<file path="src/sv/crc8fc_pkg.sv">
// Types, constants and the CRC-8 fold shared by the frame checker modules.
// No dependencies.
package crc8fc_pkg;

    localparam int CFG_INDEX_W = 2;
    localparam int CFG_DATA_W  = 16;
    localparam int SIZE_W      = 9;

    localparam logic [CFG_INDEX_W-1:0] REG_HEADER_PATTERN = 2'd0;
    localparam logic [CFG_INDEX_W-1:0] REG_TAIL_VALUE     = 2'd1;
    localparam logic [CFG_INDEX_W-1:0] REG_SIZE_FLOOR     = 2'd2;

    localparam logic [15:0]       HEADER_RESET   = 16'hAA55;
    localparam logic [7:0]        TAIL_RESET     = 8'h0D;
    localparam logic [SIZE_W-1:0] MIN_SIZE_RESET = 9'd7;

    localparam logic [SIZE_W-1:0] SIZE_CAP = 9'd511;

    localparam logic [7:0] CRC_POLY = 8'h07;
    localparam logic [7:0] CRC_INIT = 8'h00;
    localparam logic [7:0] CRC_MSB  = 8'h80;

    localparam logic [2:0] ST_OK     = 3'd0;
    localparam logic [2:0] ST_SHORT  = 3'd1;
    localparam logic [2:0] ST_HEADER = 3'd2;
    localparam logic [2:0] ST_TAIL   = 3'd3;
    localparam logic [2:0] ST_LENGTH = 3'd4;
    localparam logic [2:0] ST_CRC    = 3'd5;

    typedef struct packed {
        logic [15:0]       header_pattern;
        logic [7:0]        tail_value;
        logic [SIZE_W-1:0] size_floor;
    } cfg_t;

    typedef struct packed {
        logic [7:0] data_byte;
        logic       end_of_frame;
    } in_item_t;

    typedef struct packed {
        logic              frame_ok;
        logic [2:0]        status;
        logic [SIZE_W-1:0] frame_size;
    } result_t;

    // MSB-first CRC-8 over one byte, no reflection
    function automatic logic [7:0] crc_fold(input logic [7:0] crc, input logic [7:0] b);
        logic [7:0] c;
        c = crc ^ b;
        for (int i = 0; i < 8; i++)
        begin
            if ((c & CRC_MSB) != 8'h00)
                c = (c << 1) ^ CRC_POLY;
            else
                c = c << 1;
        end
        return c;
    endfunction

endpackage

</file>
<file path="src/sv/crc8fc_frame_track.sv">
// Per-frame state (position, header match, length, running CRC, last two bytes)
// and the end-of-frame checks. Depends on crc8fc_pkg.
module crc8fc_frame_track (
    input  logic                 clk,
    input  logic                 rst_n,
    input  crc8fc_pkg::cfg_t     cfg,
    input  logic                 step,
    input  crc8fc_pkg::in_item_t item,
    output crc8fc_pkg::result_t  result
);

    localparam int W = crc8fc_pkg::SIZE_W;

    logic [W-1:0] pos_reg,    pos_next;
    logic         hdr_reg,    hdr_next;
    logic [7:0]   len_reg,    len_next;
    logic [7:0]   crc_reg,    crc_next;
    logic [7:0]   d0_reg,     d0_next;
    logic [7:0]   d1_reg,     d1_next;

    logic         hdr_cur;
    logic [7:0]   len_cur;
    logic [7:0]   crc_cur;
    logic [W-1:0] size;
    logic [W:0]   expect_size;
    logic [2:0]   status;
    logic [7:0]   b;

    assign b = item.data_byte;

    always_comb
    begin
        hdr_cur = hdr_reg;
        if (pos_reg == W'(0) && b != cfg.header_pattern[15:8])
            hdr_cur = 1'b0;
        if (pos_reg == W'(1) && b != cfg.header_pattern[7:0])
            hdr_cur = 1'b0;
        len_cur = (pos_reg == W'(2)) ? b : len_reg;
        // byte two places back can no longer be the CRC or the tail
        crc_cur = (pos_reg >= W'(4)) ? crc8fc_pkg::crc_fold(crc_reg, d1_reg) : crc_reg;
        size    = (pos_reg < crc8fc_pkg::SIZE_CAP) ? pos_reg + W'(1) : crc8fc_pkg::SIZE_CAP;
        expect_size = {1'b0, {(W-8){1'b0}}, len_cur} + (W+1)'(2);

        if (size < cfg.size_floor)
            status = crc8fc_pkg::ST_SHORT;
        else if (size < W'(2) || !hdr_cur)
            status = crc8fc_pkg::ST_HEADER;
        else if (b != cfg.tail_value)
            status = crc8fc_pkg::ST_TAIL;
        else if (size < W'(3) || len_cur < 8'd2 || {1'b0, size} != expect_size)
            status = crc8fc_pkg::ST_LENGTH;
        else if (crc_cur != d0_reg)
            status = crc8fc_pkg::ST_CRC;
        else
            status = crc8fc_pkg::ST_OK;
    end

    always_comb
    begin
        pos_next = pos_reg;
        hdr_next = hdr_reg;
        len_next = len_reg;
        crc_next = crc_reg;
        d0_next  = d0_reg;
        d1_next  = d1_reg;
        if (step)
        begin
            if (item.end_of_frame)
            begin
                pos_next = '0;
                hdr_next = 1'b1;
                len_next = 8'h00;
                crc_next = crc8fc_pkg::CRC_INIT;
                d0_next  = 8'h00;
                d1_next  = 8'h00;
            end
            else
            begin
                pos_next = size;
                hdr_next = hdr_cur;
                len_next = len_cur;
                crc_next = crc_cur;
                d0_next  = b;
                d1_next  = d0_reg;
            end
        end
    end

    always_ff @(posedge clk or negedge rst_n)
    begin
        if (!rst_n)
        begin
            pos_reg <= '0;
            hdr_reg <= 1'b1;
            len_reg <= 8'h00;
            crc_reg <= crc8fc_pkg::CRC_INIT;
            d0_reg  <= 8'h00;
            d1_reg  <= 8'h00;
        end
        else
        begin
            pos_reg <= pos_next;
            hdr_reg <= hdr_next;
            len_reg <= len_next;
            crc_reg <= crc_next;
            d0_reg  <= d0_next;
            d1_reg  <= d1_next;
        end
    end

    assign result.frame_ok   = (status == crc8fc_pkg::ST_OK);
    assign result.status     = status;
    assign result.frame_size = size;

endmodule

</file>
<file path="config.mk">
export PLATFORM = sky130hd
export DESIGN_NAME = crc8fc_frame_track
export DESIGN_NICKNAME = d
export VERILOG_FILES = /design/src/sv/crc8fc_pkg.sv /design/src/sv/crc8fc_frame_track.sv
export SDC_FILE = /design/constraint.sdc
export NUM_CORES = 1
export LEC_CHECK = 0
export ABC_CLOCK_PERIOD_IN_PS = 4500
export BUFFER_PORTS_ARGS = -buffer_cell sky130_fd_sc_hd__buf_2
export CORE_MARGIN = 5
export CORE_UTILIZATION = 50
export DETAILED_ROUTE_END_ITERATION = 6
export GPL_ROUTABILITY_DRIVEN = 0
export GPL_TIMING_DRIVEN = 0
export PLACE_DENSITY_LB_ADDON = 0.15
export SLEW_MARGIN = 10
export SYNTH_ARGS = -nofsm -noshare
export SYNTH_HDL_FRONTEND = slang
export SYNTH_SLANG_ARGS = --single-unit
</file>
<file path="constraint.sdc">
create_clock -name clk -period 4.5 [get_ports clk]
set_clock_uncertainty 0.1 [all_clocks]
set_input_delay 0.45 -clock clk [delete_from_list [all_inputs] [get_ports clk]]
set_output_delay 0.45 -clock clk [all_outputs]
set_load 0.05 [all_outputs]
</file>
* Yosys cells after proc, flatten, opt, wreduce, memory -nomap -nowiden
Index checks and enable logic that the tools add are counted.
Storage, ports and cells: register bits 42, latch bits 0, RAM bits 0, memory bits (read-only) 0, logic and storage cells 62, memories 0
Cells by class: $add $sub $neg 2, multiply operators 0, div/mod/pow operators 0, $lt $le $gt $ge 6, equal/unequal tests 7, shift operators 0, mux-type cells 24, bitwise operators 9, reductions and logical operators 8
Operators by type and width (count):
- $mux W8 | 6
- $mux W3 | 13
- $ne A8 B8 Y1 | 4
- $not A3 Y3 | 8
- $lt A9 B2 Y1 const B | 2
- $mux W9 | 2
- $add A8 B2 Y9 const B | 1
- $add A9 B1 Y9 const B | 1
- $eq A9 B1 Y1 const B | 1
- $eq A9 B2 Y1 const B | 1
- $ge A9 B3 Y1 const B | 1
- $logic_not A9 Y1 | 1
- $lt A9 B9 Y1 | 1
- $lt A9 B9 Y1 const B | 1
- $ne A9 B9 Y1 | 1
- $lt A8 B2 Y1 const B | 1
- $xor A8 B8 Y8 | 1
- $logic_not A3 Y1 | 1
- $logic_or A1 B1 Y1 | 3
- $mux W1 | 3
- $logic_and A1 B1 Y1 | 2
- $logic_not A1 Y1 | 1

* Depth between registers and ports, before layout
depth after elaboration 25, depth in mapped cells 15, mapped depth without buffers 13

* Worst setup path after synthesis
Ideal clock, no wire load.
kind register to output, from register pos_reg[0], to output port result[9] (netlist name), data arrival time 4.108 ns, data required time 3.950 ns, slack -0.158 ns, cell stages (with the launch flop) 16, path through dfrtp_1 > clkbuf_1 > inv_1 > ha_1 > or4b_4 > buf_6 > nor2_2 > a21oi_1 > inv_1 > ha_1 > inv_1 > a221oi_1 > xnor3_1 > a41oi_1 > nand4_1 > o311ai_1
RTL lines:
- start: declaration | line crc8fc_frame_track.sv:14 | logic [W-1:0] pos_reg, pos_next;
- start signal: assignment | line crc8fc_frame_track.sv:102 | pos_reg <= pos_next;
- end: declaration | line crc8fc_frame_track.sv:9 | output crc8fc_pkg::result_t result

==> impl_metrics.tcl <==
set metrics [dict create \
    status "finished, final reports clean" \
    async_reset_ff_share_pct 100.0 \
    r2r_start "pos_reg[5]$_DFFE_PN0P_" \
    detail-route-antenna-nets 0 \
    wire_per_inst_um 17.74 \
    rr_worst_depth 9 \
    comb_power_share_pct 52.0 \
    synth.most_common_cell "dfrtp_1" \
    setup_viol 0 \
    io_pins 58 \
    ys_top_cells_by_count "dfrtp_1 (41), xnor2_1 (39), inv_1 (32)" \
    grtUsageTotal_pct 22.82 \
    numCtsBuffers 5 \
    cts_hold_buf 0 \
    die-height_um 96.34 \
    syn_inst 415 \
    cp.arrival_ns 3.75 \
    rrSetupSlack_ns 1.99 \
    grt_start_max_net_pins 43 \
    synth_area_leaders "dfrtp_1 (28%), xnor2_1 (9.2%), xnor3_1 (4.8%), ha_1 (4.4%), inv_1 (3.2%)" \
    initial_core_util_pct 51.39 \
    layout-drive-gt1-share_pct 19.03 \
    antenna_found_initial 0 \
    clockBufferDepth 2 \
    largest_reg_flops 9 \
    critPathSlowestCell "or4b_4" \
    drc 0 \
    drv_slew 0 \
    finalNetCount 530 \
    htreeDepth 2 \
    dpl.hpwl_um 7730 \
    nFillCells 681 \
    hold_violations 0 \
    post-route-period-util_pct 95.58 \
    fmax_ghz 0.2325 \
    num_antenna_cells 0 \
    syn_area_per_cell_um2 8.982 \
    max-cap-violations 0 \
    clock_latency_ns 0.31 \
    grt_pass1_vias 3288 \
    synth-adder-area-share_pct 4.364 \
    leakage_nw 1.963 \
    clkPwrFrac_pct 16.3 \
    syn-num-nets 473 \
    worstMarginPinSlew_ns 0.9534 \
    crit_family "simple AND/OR/NAND/NOR gates" \
    dpl_cell_area_mm2 0.004109 \
    portBuffers 49 \
    core_area_mm2 0.007253 \
    ir_worst_vdd_mv 0.1837 \
    cp_max_fo 6 \
    synth.cell_area_mm2 0.003727 \
    internal_power_mw 0.9716 \
    drtIter0Drc 166 \
    area_growth_syn_to_layout_pct 13.63 \
    synth-simple-area-share_pct 17.25 \
    grt_pass1_wl_um 16180 \
    utilization_pct 58.39 \
    vias 3359 \
    num_rows 31 \
    cts_tree "yes" \
    synth_compound_area_share_pct 21.92 \
    clk_pin_slew_worst_paths_ns 0.10 \
    stdcell_area_mm2 0.004235 \
    cp.required_ns 3.95 \
    synth_edf_count 0 \
    yosysTopAreaCellShare_pct 27.53 \
    die_width_um 96.34 \
    pwr-share-seq_pct 31.7 \
    crit_type "flip-flop to output pin" \
    crit_top_cell "inv_1" \
    routed_via_density 5.872 \
    hold_path_class "input pin to asynchronous set/reset pin" \
    sw_frac_of_total_pct 40.12 \
    routed_wl_um 10150 \
    timing.slew.headroom_pct 36.44 \
    dr.pass1.iters 5 \
    synth_xor_area_share_pct 18.53 \
    synth-seq-cells 42 \
    p_per_area_mw_per_mm2 383.1 \
    synthMuxAreaShare_pct 2.551 \
    clock_sinks 42 \
    power.switching_mw 0.6510 \
    cts_root_buf "clkbuf_8" \
    regToRegEndpoint "crc_reg[5]$_DFFE_PN0P_" \
    synth_top_family_by_area "compound AO/OA/AOI/OAI gates" \
    synth-main-ff-cell "dfrtp_1" \
    cp-end-kind "output pin" \
    ys.warnings.count 0 \
    critPathLaunchType "flip-flop" \
    synth_cell_type_count 66 \
    synth_top_cell_by_area "dfrtp_1" \
    path_cells "inv_1 -> ha_1 -> or4b_4 -> buf_6 -> nor2_4 -> a21oi_1 -> inv_1 -> ha_1 -> inv_1 -> a21oi_1 -> xnor3_1 -> o2bb2ai_1 -> and4_1 -> a211oi_2 -> buf_2" \
    max_stage_delay_ns 0.46 \
    period_needed_ns 4.301 \
    ys_seq_area_share_pct 28.23 \
    fp.dieArea_mm2 0.009281 \
    crit_buf_inv 5 \
    grt_overflow 0 \
]
[cell usage in the layout, fill, tap and decap left out, types with 5 or more instances in the layout]
cell       Yosys  routed
clkbuf_8       0       5
nand3b_1       9       9
nand4_1       15      15
nand3_1       11      11
xor2_1        12      12
xnor3_1        8       8
o21ai_0       22      22
nand2_1       24      24
and3_1         5       5
buf_2          6      53
a21o_1         6       6
a22oi_1        8       8
inv_1         32      32
o31ai_1        8       8
nor3_1         6       6
ha_1          13      13
nor2_1        16      16
clkbuf_1      22      21
a21oi_1       17      17
dfrtp_1       41      40
xnor2_1       39      39
o22ai_1        7       7
a22o_1         5       5
mux2i_1        5       5
o2bb2ai_1     13      13
[cells by family (layout without fill, tap and decap cells)]
| group | count (synthesis) | after routing |
|---|---|---|
| XOR/XNOR | 62 | 62 |
| buffers and inverters | 64 | 122 |
| multiplexers | 9 | 9 |
| flip-flops | 42 | 42 |
| AO/OA/AOI/OAI | 115 | 115 |
| AND/OR/NAND/NOR | 110 | 110 |
| adder cells (fa/ha/maj) | 13 | 13 |
[area by class of cell]
| cell class | count | area [µm²] | share of cell area (%) |
|---|---|---|---|
| clock buffers | 5 | 68.82 | 1.625 |
| plain buffers | 31 | 142.6 | 3.368 |
| inverters | 32 | 120.1 | 2.836 |
| flip-flops and latches | 42 | 1054 | 24.87 |
| clock inverters | 3 | 25.02 | 0.5908 |
| well taps | 99 | 123.9 | 2.925 |
| multi-input cells | 309 | 2432 | 57.43 |
| repair buffers | 51 | 269.0 | 6.352 |
[worst max path at each step]
stage	slack [ns]	cells after the start	start	endpoint
floorplan	0.28	15	pos_reg[0]$_DFFE_PN0P_	result[9]
global placement	0.09	16	pos_reg[0]$_DFFE_PN0P_	result[9]
detailed placement	0.06	16	pos_reg[0]$_DFFE_PN0P_	result[9]
CTS	0.04	15	pos_reg[0]$_DFFE_PN0P_	result[9]
global route	-0.004	15	pos_reg[0]$_DFFE_PN0P_	result[11]
finish	0.20	15	pos_reg[0]$_DFFE_PN0P_	result[11]
[worst reg2reg max path, cell delays in order, from the launching register on]
cell and delay, ns:
dfrtp_1 0.38, buf_2 0.18, nor4_2 0.38, buf_2 0.32, and2_1 0.21, clkbuf_1 0.36, nor2_1 0.14, nand3_1 0.11
o21a_1 0.12, o22ai_1 0.08
[power by group through the flow]
stage	Sequential, mW	Clock (mW)	Combinational, mW
after floorplan	0.501	0	0.682
after global placement	0.516	0	0.820
after detailed placement	0.521	0	0.835
after CTS	0.516	0.269	0.839
after global routing	0.524	0.283	0.930
final	0.514	0.264	0.844
[stage by stage]
| step | hold WS, ns | setup WS [ns] | setup TNS [ns] | power [mW] | cells |
|---|---|---|---|---|---|
| after floorplan | 0.05441 | 0.2849 | 0 | 1.183 | 415 |
| after global placement | 0.3859 | 0.09023 | 0 | 1.336 | 563 |
| after detailed placement | 0.3872 | 0.06473 | 0 | 1.356 | 563 |
| after CTS | 0.2093 | 0.03934 | 0 | 1.624 | 570 |
| after global routing | 0.2570 | -0.004445 | -0.004445 | 1.737 | 572 |
| final | 0.1725 | 0.1989 | 0 | 1.623 | 572 |
[layer usage]
metal	GRT usage, %	part of all wire, %	vias up
met5	0	0	-
met3	2.893	5.5	16
met1	29.04	41	1639
met2	39.97	51	92
met4	7.243	2.5	0
li1	-	-	1612
[what timing repair did]
action	4_1_cts	5_1_grt
setup endpoints to repair	3	3
cloned	0	0
resized for setup	5	1
pin swaps	0	3
setup buffers	0	2
Note: power is estimated with default switching activity, not from simulation.
